**src/sv/bcvc_pkg.sv**
```systemverilog
package bcvc_pkg;

    localparam int FIELD_WIDTH     = 16;
    localparam int HALF_WIDTH      = 16;
    localparam int REG_WIDTH       = 32;
    localparam int NUM_REGS        = 8;
    localparam int CFG_ADDR_WIDTH  = 4;
    localparam int NUM_AXES        = 3;
    localparam int NUM_ROWS        = 4;
    localparam int NUM_CORNERS     = 8;
    localparam int NUM_PLANES      = 6;
    localparam int W_ONE_SHIFT     = 4;
    localparam int SUM_GROWTH      = 2;
    localparam int COORD_WIDTH_DEF = 16;
    localparam int COEF_WIDTH_DEF  = 16;

    // clip rows
    localparam int ROW_X = 0;
    localparam int ROW_Y = 1;
    localparam int ROW_Z = 2;
    localparam int ROW_W = 3;

    // outcode bits
    localparam int PLANE_LEFT   = 0;
    localparam int PLANE_RIGHT  = 1;
    localparam int PLANE_BOTTOM = 2;
    localparam int PLANE_TOP    = 3;
    localparam int PLANE_NEAR   = 4;
    localparam int PLANE_FAR    = 5;

    // identity view-projection after reset
    localparam logic [REG_WIDTH-1:0] REG_RESET [NUM_REGS] = '{
        32'h0000_1000, 32'h0000_0000, 32'h1000_0000, 32'h0000_0000,
        32'h0000_0000, 32'h0000_1000, 32'h0000_0000, 32'h1000_0000
    };

    typedef struct packed {
        logic sum_en;
        logic code_en;
    } lane_ctl_t;

    // a coordinate width beyond the field sees the field zero-extended,
    // one extra bit keeps that value positive
    function automatic int coord_eff(input int w);
        return (w <= FIELD_WIDTH) ? w : FIELD_WIDTH + 1;
    endfunction

    function automatic int coef_eff(input int w);
        return (w < HALF_WIDTH) ? w : HALF_WIDTH;
    endfunction

    function automatic int prod_width(input int cw, input int kw);
        return coord_eff(cw) + coef_eff(kw);
    endfunction

endpackage

```
**src/sv/bcvc_merge.sv**
```systemverilog
module bcvc_merge (
    input  logic clk,
    input  logic en,
    input  logic invalid,
    input  logic [bcvc_pkg::NUM_PLANES-1:0] code [bcvc_pkg::NUM_CORNERS],
    output logic visible,
    output logic [bcvc_pkg::NUM_PLANES-1:0] mask
);
    import bcvc_pkg::*;

    logic [NUM_PLANES-1:0] mask_reg;
    logic [NUM_PLANES-1:0] mask_next;
    logic                  visible_reg;

    always_comb
    begin
        mask_next = '1;
        for (int i = 0; i < NUM_CORNERS; i++)
        begin
            mask_next = mask_next & code[i];
        end
        // a box with min above max is reported visible with no planes
        if (invalid)
        begin
            mask_next = '0;
        end
    end

    always_ff @(posedge clk)
    begin
        if (en)
        begin
            mask_reg    <= mask_next;
            visible_reg <= (mask_next == '0);
        end
    end

    assign mask    = mask_reg;
    assign visible = visible_reg;

endmodule

```
**config.mk**
```make
export PLATFORM = sky130hd
export DESIGN_NAME = bcvc_merge
export DESIGN_NICKNAME = d
export VERILOG_FILES = /design/src/sv/bcvc_pkg.sv /design/src/sv/bcvc_merge.sv
export SDC_FILE = /design/constraint.sdc
export NUM_CORES = 1
export LEC_CHECK = 0
export CORE_AREA = 3 3 40 42
export DETAILED_ROUTE_END_ITERATION = 8
export DIE_AREA = 0 0 43 45
export DONT_BUFFER_PORTS = 1
export SETUP_SLACK_MARGIN = 0.1
export SKIP_LAST_GASP = 1
export SLEW_MARGIN = 20
export SYNTH_ARGS = -nofsm -noshare
export SYNTH_HDL_FRONTEND = slang
export SYNTH_SLANG_ARGS = --single-unit
```
**constraint.sdc**
```tcl
create_clock -name clk -period 3.1 [get_ports clk]
set_clock_uncertainty 0.15 [all_clocks]
set_input_delay 0.31 -clock clk [delete_from_list [all_inputs] [get_ports clk]]
set_output_delay 0.31 -clock clk [all_outputs]
set_load 0.05 [all_outputs]
```
==> results.yml <==
status:
  outcome: "finished, final reports clean"
sta:
  finalCritPeriodShare_pct: 43.1
  tns_ps: 0
  drv_slew: 0
  final_hold_viol_count: 0
  rsz0062_at_grt: "false"
  setup_violations: 0
  worst_slew_pin_slew_ps: 482
  slew_headroom_pct: 67.4
  fmax_mhz: 748
  min_period_ps: 1340
floorplanning:
  die_h_um: 45
  core_area_um2: 1280
  io-pin-count: 58
  die_w_um: 43
  start_util_pct: 27.3
  rows: 13
  die_area_um2: 1940
clocking:
  cts_resized: 0
  post_cts_buffers: 0
  ctsHtreeMaxLevel: 1
  clockBufferDepth: 2
  cts_hold_buffers: 0
  clockRootBuffer: "clkbuf_4"
  cts_tree: "yes"
  cts_inserted_buffers: 3
  cts_sinks: 7
  path_clk_slew_ps: 50
yosys:
  syn_area_um2: 350
  syn_inst: 28
  ys_types: 9
  yosys_warnings: 0
  avgSynthCellArea_um2: 12.5
  ys_ff_latch: 7
  synth_seq_area_share_pct: 60.0
  synth_nets: 79
power:
  power_density_nw_per_um2: 540
  leakage_nw: 0.107
  vdd_drop_max_mv: 0.117
setup_path:
  cp-end-kind: "primary output"
  path_max_fanout: 1
  crit_type: "reg2out"
  arrival_ps: 880
  required_ps: 2640
  start_kind: "register"
grt:
  antenna_found_initial: 0
  grt_overflow: 0
  grt_max_degree: 8
  grt_pass1_vias: 310
  grt_pass1_wl_mm: 1.23
  grt_usage_pct: 9.01
placement:
  place_area_um2: 369
  dp_cells: 43
  gp_congestion: 0.645
  port_buffers: 0
detailed_routing:
  viasPerCell: 6.30
  drt_first_pass_iters: 4
  ant_nets: 0
  drt_iter0_drc: 3
  drc: 0
  post_drt_wl_per_cell_um: 20.2
  wl_um: 951
  vias: 296
min_path:
  holdPathEnd: "mask[4]"
  hold_path_class: "in2reg"
  hp-start: "en"
  hold-path-cell-count: 0
cells_and_area:
  n_fill_cell: 133
  layout_common_cells: "7 x edfxtp_1, 6 x nand3_1, 5 x nand4_1, 5 x nor4b_1, 3 x clkbuf_4"
  drive_gt1_share_pct: 12.5
  design_area_um2: 395
  finalNetCount: 84
  antenna_cells: 0
  layout_commonest_cell: "edfxtp_1"
  utilization_pct: 30.8
  syn_to_final_growth_pct: 12.9
  largest_reg_flops: 6
  finalNonFillerCells: 47
flow_run:
  maxCapViolations: 0
[report_power, final]
part           switching [W]  internal (W)  leakage, nW   total [W]
Clock              0.0000302     0.0000489       0.0150   0.0000791
Combinational     0.00000159    0.00000341       0.0247  0.00000499
Sequential         0.0000195      0.000110       0.0670    0.000129
[cell type report]
class | instances | area (um2) | area share (%)
Clock buffer | 4 | 26.3 | 6.65
Multi-Input combinational cell | 21 | 140 | 35.4
Sequential cell | 7 | 210 | 53.2
Tap cell | 15 | 18.8 | 4.75
[synthesized netlist by cell type, drive strengths merged]
master  n  area [um2]
nand3   6        30.0
nor3    2        15.0
nand4b  1        8.76
or4     1        7.51
nand4   5        31.3
nand2   1        3.75
edfxtp  7         210
nor4b   5        43.8
[worst max-delay path by stage]
stage | start | to | slack [ps] | depth (start not counted)
finish | mask[4] | mask[4] | 1760 | 0
global placement | code[9] | visible | 1650 | 4
CTS | mask[4] | mask[4] | 1750 | 0
global route | mask[3] | mask[3] | 1740 | 0
detailed placement | code[9] | visible | 1630 | 4
floorplan | code[2] | visible | 1750 | 3
[kinds of logic after synthesis]
family	count (synthesis)	synth area share, %
simple gates	21	40.0
flops	7	60.0
[through the flow]
step | hold WS (ps) | total power (W) | setup slack (ps)
after global routing | 7.43 | 0.000223 | 1740
after CTS | 14.0 | 0.000217 | 1750
after global placement | 273 | 0.000136 | 1650
after floorplan | 272 | 0.000135 | 1750
final | 22.8 | 0.000213 | 1760
after detailed placement | 273 | 0.000136 | 1630
[layer usage]
layer,track usage (%),share of wire [%]
met1,6.73,30
met2,16.8,57
met3,2.39,14
met4,10.8,0
met5,0,0
No activity file was read; power rests on OpenSTA's default activity.
