===== src/sv/bcvc_pkg.sv =====
package bcvc_pkg;

    localparam int FIELD_WIDTH     = 16;
    localparam int HALF_WIDTH      = 16;
    localparam int REG_WIDTH       = 32;
    localparam int NUM_REGS        = 8;
    localparam int CFG_ADDR_WIDTH  = 4;
    localparam int NUM_AXES        = 3;
    localparam int NUM_ROWS        = 4;
    localparam int NUM_CORNERS     = 8;
    localparam int NUM_PLANES      = 6;
    localparam int W_ONE_SHIFT     = 4;
    localparam int SUM_GROWTH      = 2;
    localparam int COORD_WIDTH_DEF = 16;
    localparam int COEF_WIDTH_DEF  = 16;

    // clip rows
    localparam int ROW_X = 0;
    localparam int ROW_Y = 1;
    localparam int ROW_Z = 2;
    localparam int ROW_W = 3;

    // outcode bits
    localparam int PLANE_LEFT   = 0;
    localparam int PLANE_RIGHT  = 1;
    localparam int PLANE_BOTTOM = 2;
    localparam int PLANE_TOP    = 3;
    localparam int PLANE_NEAR   = 4;
    localparam int PLANE_FAR    = 5;

    // identity view-projection after reset
    localparam logic [REG_WIDTH-1:0] REG_RESET [NUM_REGS] = '{
        32'h0000_1000, 32'h0000_0000, 32'h1000_0000, 32'h0000_0000,
        32'h0000_0000, 32'h0000_1000, 32'h0000_0000, 32'h1000_0000
    };

    typedef struct packed {
        logic sum_en;
        logic code_en;
    } lane_ctl_t;

    // a coordinate width beyond the field sees the field zero-extended,
    // one extra bit keeps that value positive
    function automatic int coord_eff(input int w);
        return (w <= FIELD_WIDTH) ? w : FIELD_WIDTH + 1;
    endfunction

    function automatic int coef_eff(input int w);
        return (w < HALF_WIDTH) ? w : HALF_WIDTH;
    endfunction

    function automatic int prod_width(input int cw, input int kw);
        return coord_eff(cw) + coef_eff(kw);
    endfunction

endpackage


===== src/sv/bcvc_lane.sv =====
module bcvc_lane #(
    parameter int COORD_WIDTH = bcvc_pkg::COORD_WIDTH_DEF,
    parameter int COEF_WIDTH  = bcvc_pkg::COEF_WIDTH_DEF,
    parameter int CORNER      = 0
) (
    input  logic clk,
    input  bcvc_pkg::lane_ctl_t ctl,
    input  logic signed [bcvc_pkg::prod_width(COORD_WIDTH, COEF_WIDTH)-1:0]
        prod_lo [bcvc_pkg::NUM_ROWS][bcvc_pkg::NUM_AXES],
    input  logic signed [bcvc_pkg::prod_width(COORD_WIDTH, COEF_WIDTH)-1:0]
        prod_hi [bcvc_pkg::NUM_ROWS][bcvc_pkg::NUM_AXES],
    input  logic signed [bcvc_pkg::prod_width(COORD_WIDTH, COEF_WIDTH)-1:0]
        trans   [bcvc_pkg::NUM_ROWS],
    output logic [bcvc_pkg::NUM_PLANES-1:0] code
);
    import bcvc_pkg::*;

    localparam int PW  = prod_width(COORD_WIDTH, COEF_WIDTH);
    localparam int CLW = PW + SUM_GROWTH;

    logic signed [CLW-1:0]        clip_reg [NUM_ROWS];
    logic [NUM_PLANES-1:0]        code_reg;
    logic [NUM_PLANES-1:0]        code_next;

    for (genvar r = 0; r < NUM_ROWS; r++) begin : g_row
        logic signed [CLW-1:0] term [NUM_AXES + 1];
        logic signed [CLW-1:0] clip_next;

        // corner bit per axis picks max over min
        for (genvar a = 0; a < NUM_AXES; a++) begin : g_axis
            localparam bit USE_HI = ((CORNER >> a) & 1) != 0;
            if (USE_HI) begin : g_hi
                assign term[a] = {{SUM_GROWTH{prod_hi[r][a][PW-1]}}, prod_hi[r][a]};
            end else begin : g_lo
                assign term[a] = {{SUM_GROWTH{prod_lo[r][a][PW-1]}}, prod_lo[r][a]};
            end
        end
        assign term[NUM_AXES] = {{SUM_GROWTH{trans[r][PW-1]}}, trans[r]};
        assign clip_next      = term[0] + term[1] + term[2] + term[NUM_AXES];

        always_ff @(posedge clk)
        begin
            if (ctl.sum_en)
            begin
                clip_reg[r] <= clip_next;
            end
        end
    end

    logic signed [CLW:0] x_plus_w;
    logic signed [CLW:0] y_plus_w;

    assign x_plus_w = {clip_reg[ROW_X][CLW-1], clip_reg[ROW_X]}
                    + {clip_reg[ROW_W][CLW-1], clip_reg[ROW_W]};
    assign y_plus_w = {clip_reg[ROW_Y][CLW-1], clip_reg[ROW_Y]}
                    + {clip_reg[ROW_W][CLW-1], clip_reg[ROW_W]};

    always_comb
    begin
        code_next              = '0;
        code_next[PLANE_LEFT]  = x_plus_w[CLW];
        code_next[PLANE_RIGHT] = clip_reg[ROW_X] > clip_reg[ROW_W];
        code_next[PLANE_BOTTOM]= y_plus_w[CLW];
        code_next[PLANE_TOP]   = clip_reg[ROW_Y] > clip_reg[ROW_W];
        code_next[PLANE_NEAR]  = clip_reg[ROW_Z][CLW-1];
        code_next[PLANE_FAR]   = clip_reg[ROW_Z] > clip_reg[ROW_W];
    end

    always_ff @(posedge clk)
    begin
        if (ctl.code_en)
        begin
            code_reg <= code_next;
        end
    end

    assign code = code_reg;

endmodule


===== config.mk =====
export PLATFORM = sky130hd
export DESIGN_NAME = bcvc_lane
export DESIGN_NICKNAME = d
export VERILOG_FILES = /design/src/sv/bcvc_pkg.sv /design/src/sv/bcvc_lane.sv
export SDC_FILE = /design/constraint.sdc
export NUM_CORES = 1
export LEC_CHECK = 0
export ABC_AREA = 1
export BUFFER_PORTS_ARGS = -buffer_cell sky130_fd_sc_hd__buf_2
export CORE_AREA = 2 2 354 356
export DETAILED_ROUTE_END_ITERATION = 6
export DIE_AREA = 0 0 356 358
export MAX_ROUTING_LAYER = met4
export PLACE_DENSITY_LB_ADDON = 0.25
export SETUP_SLACK_MARGIN = 0.1
export SLEW_MARGIN = 40
export SYNTH_ARGS = -nofsm -noshare
export SYNTH_HDL_FRONTEND = slang
export SYNTH_SLANG_ARGS = --single-unit

===== constraint.sdc =====
create_clock -name clk -period 4.6 [get_ports clk]
set_clock_uncertainty 0.05 [all_clocks]
set_input_delay 0.23 -clock clk [delete_from_list [all_inputs] [get_ports clk]]
set_output_delay 0.23 -clock clk [all_outputs]
set_load 0.02 [all_outputs]

==> flow_metrics.env <==
export IMPL_setup_violations=0
export IMPL_grt_use_met3_pct=3.38
export IMPL_antenna_found_initial=42
export IMPL_min_period_over_period_pct=67.4
export IMPL_drc=0
export IMPL_total_power_mw=14.2
export IMPL_largest_reg_flops=136
export IMPL_wl_per_cell_um=17.6
export IMPL_initial_utilization_pct=19.6
export IMPL_tightest_slew_ns=0.783
export IMPL_cts_buffers=17
export IMPL_end_kind="register"
export IMPL_slew_headroom_pct=47.8
export IMPL_avgSynthCellArea_um2=7.56
export IMPL_synth_nets=4652
export IMPL_reg2reg_from="clip_reg[3][9]$_DFFE_PP_"
export IMPL_worst_path_max_fanout=4
export IMPL_ctsResizeCount=0
export IMPL_clk_pin_slew_ns=0.06
export IMPL_hp_start="trans[0]"
export IMPL_synth_top_area_share_pct=21.6
export IMPL_grtUsageMet1_pct=21.9
export IMPL_ctsLongestPathBuffers=2
export IMPL_synth_edff_count=142
export IMPL_cts_hold_buf=0
export IMPL_routed_wl_um=95100
export IMPL_netlist_instances=3191
export IMPL_cts_setup_buffers=0
export IMPL_dr_pass1_iters=5
export IMPL_rows=129
export IMPL_drt_initial_drc_count=1151
export IMPL_clk_latency_ns=0.44
export IMPL_gp_congestion=0.889
export IMPL_maxCapViolations=0
export IMPL_min_delay_path_depth=2
export IMPL_status="completed"
export IMPL_setup_tns_ns=0
export IMPL_yosysUniqueCellTypes=28
export IMPL_rsz0062_at_grt="no"
export IMPL_drive_above_1_share_pct=15.6
export IMPL_grt_max_degree=82
export IMPL_synth_area_leaders="fa_1, edfxtp_1, ha_1, inv_1, nand2_1"
export IMPL_p_per_area_nw_per_um2=483
export IMPL_reg2reg_depth=12
export IMPL_nets=5192
export IMPL_drt_antenna_violating_nets=0
export IMPL_max_freq_ghz=0.323
export IMPL_io_pins=905
export IMPL_synth_async_reset_ratio_pct=0
export IMPL_via_per_inst=3.98
export IMPL_cp_start_kind="input pin"
export IMPL_p_leak_nw=16.2
export IMPL_crit_top_cell="nand2_1"
export IMPL_hpwl_um=87900
export IMPL_rr_endpoint="code[3]$_DFFE_PP_"
export IMPL_die_h_um=358
export IMPL_gr_total_overflow=0
export IMPL_vias=21500
export IMPL_yosysMostFrequentCell="inv_1"
export IMPL_holdWs_ns=0.0689
export IMPL_r2r_slack_ns=1.96
export IMPL_hold_violations=0
export IMPL_grt_pass1_wl_um=138000
export IMPL_min_period_ns=3.10
export IMPL_grt_busiest_layer="met2"
export IMPL_hp_class="in2reg"
export IMPL_coreArea_um2=123000
export IMPL_yosys_top_cells_count="inv_1, nand2_1, ha_1"
export IMPL_clock_sinks=142
export IMPL_peakVddDrop_v=0.000291
export IMPL_slowest_stage="fa_1"
export IMPL_track_usage_pct=15.2
export IMPL_die_x_um=356
export IMPL_max_stage_delay_ns=0.55
export IMPL_required_ns=4.70
export IMPL_area_growth_pct=22.1
export IMPL_syn_area_um2=24100
export IMPL_yosysSeqAreaShare_pct=17.7
export IMPL_drv_slew=0
export IMPL_synth_top_cell_by_area="fa_1"
export IMPL_crit_path_cell_trace="buf_2 -> inv_1 -> fa_1 -> fa_1 -> inv_1 -> ha_1 -> a21oi_1 -> o21ai_0 -> a21oi_1 -> o21a_1 -> nand2_1 -> nand2_1 -> nand2_1"
export IMPL_crit_type="in2reg"
export IMPL_grt_use_met2_pct=22.3
export IMPL_synth_warnings=0
export IMPL_synth_seq_cells=142
export IMPL_cts_tree="built"
export IMPL_die_area_um2=127000
export IMPL_clockRootBuffer="clkbuf_16"
export IMPL_min_to="clip_reg[3][0]$_DFFE_PP_"
export IMPL_grt_pass1_vias=22000
export IMPL_arrival_ns=3.20
export IMPL_port_buffers=520
export IMPL_synth_flop_cell="edfxtp_1"
export IMPL_finish_utilization_pct=23.9
export IMPL_cts_max_level=4
## where the power goes
part,total (mW),switching (mW),internal [mW]
clock network,1.46,0.634,0.829
logic,9.69,6.29,3.40
registers,3.07,0.698,2.37
total,14.2,7.63,6.60
## final cells by class
cell class	instances	area (µm²)
Fill cell	14100	93900
Multi-Input combinational cell	2143	16500
Sequential cell	142	4260
Inverter	906	3400
Timing Repair Buffer	521	2630
Tap cell	1637	2050
Clock buffer	17	425
Clock inverter	15	186
Antenna cell	22	55.1
## cell families after synthesis
group	Yosys count	synth area share, %
fa+ha+maj	562	37.2
xor+xnor	79	2.87
compound gates	422	9.60
simple gates	1080	18.5
flops	142	17.7
buf+inv	906	14.1
## metrics by stage
step	std cells	setup slack, ns	cell area [µm²]
after CTS	5381	1.56	29400
final	5403	1.50	29500
after detailed placement	5349	1.10	28800
after floorplan	3191	1.65	24100
after global placement	5349	1.14	28800
after global routing	5400	1.31	29500
## worst max-delay path, delay by kind of cell
family	cells	cell delay [ns]
adders and majority gates	3	1.46
AOI/OAI and AO/OA	4	1.07
and+or+nand+nor	3	0.22
buffers and inverters	3	0.21
## layer usage
metal  vias up  share of wire [%]
li1      10900                  -
met1      9931                 51
met2       630                 42
met3        43                6.4
met4         0               0.63
met5         -                  0
## cell usage in the layout (no fill, tap or decap), types with 11 or more instances in the layout
| master | instances |
|---|---|
| a21o_1 | 34 |
| a21oi_1 | 228 |
| buf_2 | 519 |
| clkbuf_16 | 17 |
| diode_2 | 22 |
| edfxtp_1 | 142 |
| fa_1 | 260 |
| ha_1 | 302 |
| inv_1 | 906 |
| nand2_1 | 625 |
| nand2_2 | 17 |
| nand3_1 | 132 |
| nand4_1 | 20 |
| nor2_1 | 220 |
| nor3_1 | 31 |
| nor4_1 | 22 |
| o21a_1 | 20 |
| o21ai_0 | 105 |
| o21ai_1 | 11 |
| o21bai_1 | 17 |
| xor2_1 | 77 |
## worst max path at each step
stage / startpoint / endpoint / slack (ns) / cells past startpoint
6_report: prod_lo[15] / clip_reg[3][28]$_DFFE_PP_ / 1.50 / 13
5_1_grt: prod_lo[35] / clip_reg[3][30]$_DFFE_PP_ / 1.31 / 16
4_1_cts: prod_lo[35] / clip_reg[3][30]$_DFFE_PP_ / 1.56 / 16
3_5_place_dp: prod_lo[35] / clip_reg[3][30]$_DFFE_PP_ / 1.10 / 16
3_3_place_gp: prod_lo[12] / clip_reg[3][27]$_DFFE_PP_ / 1.14 / 13
2_1_floorplan: prod_lo[289] / clip_reg[0][27]$_DFFE_PP_ / 1.65 / 15
Note: power is estimated with default switching activity, not from simulation.
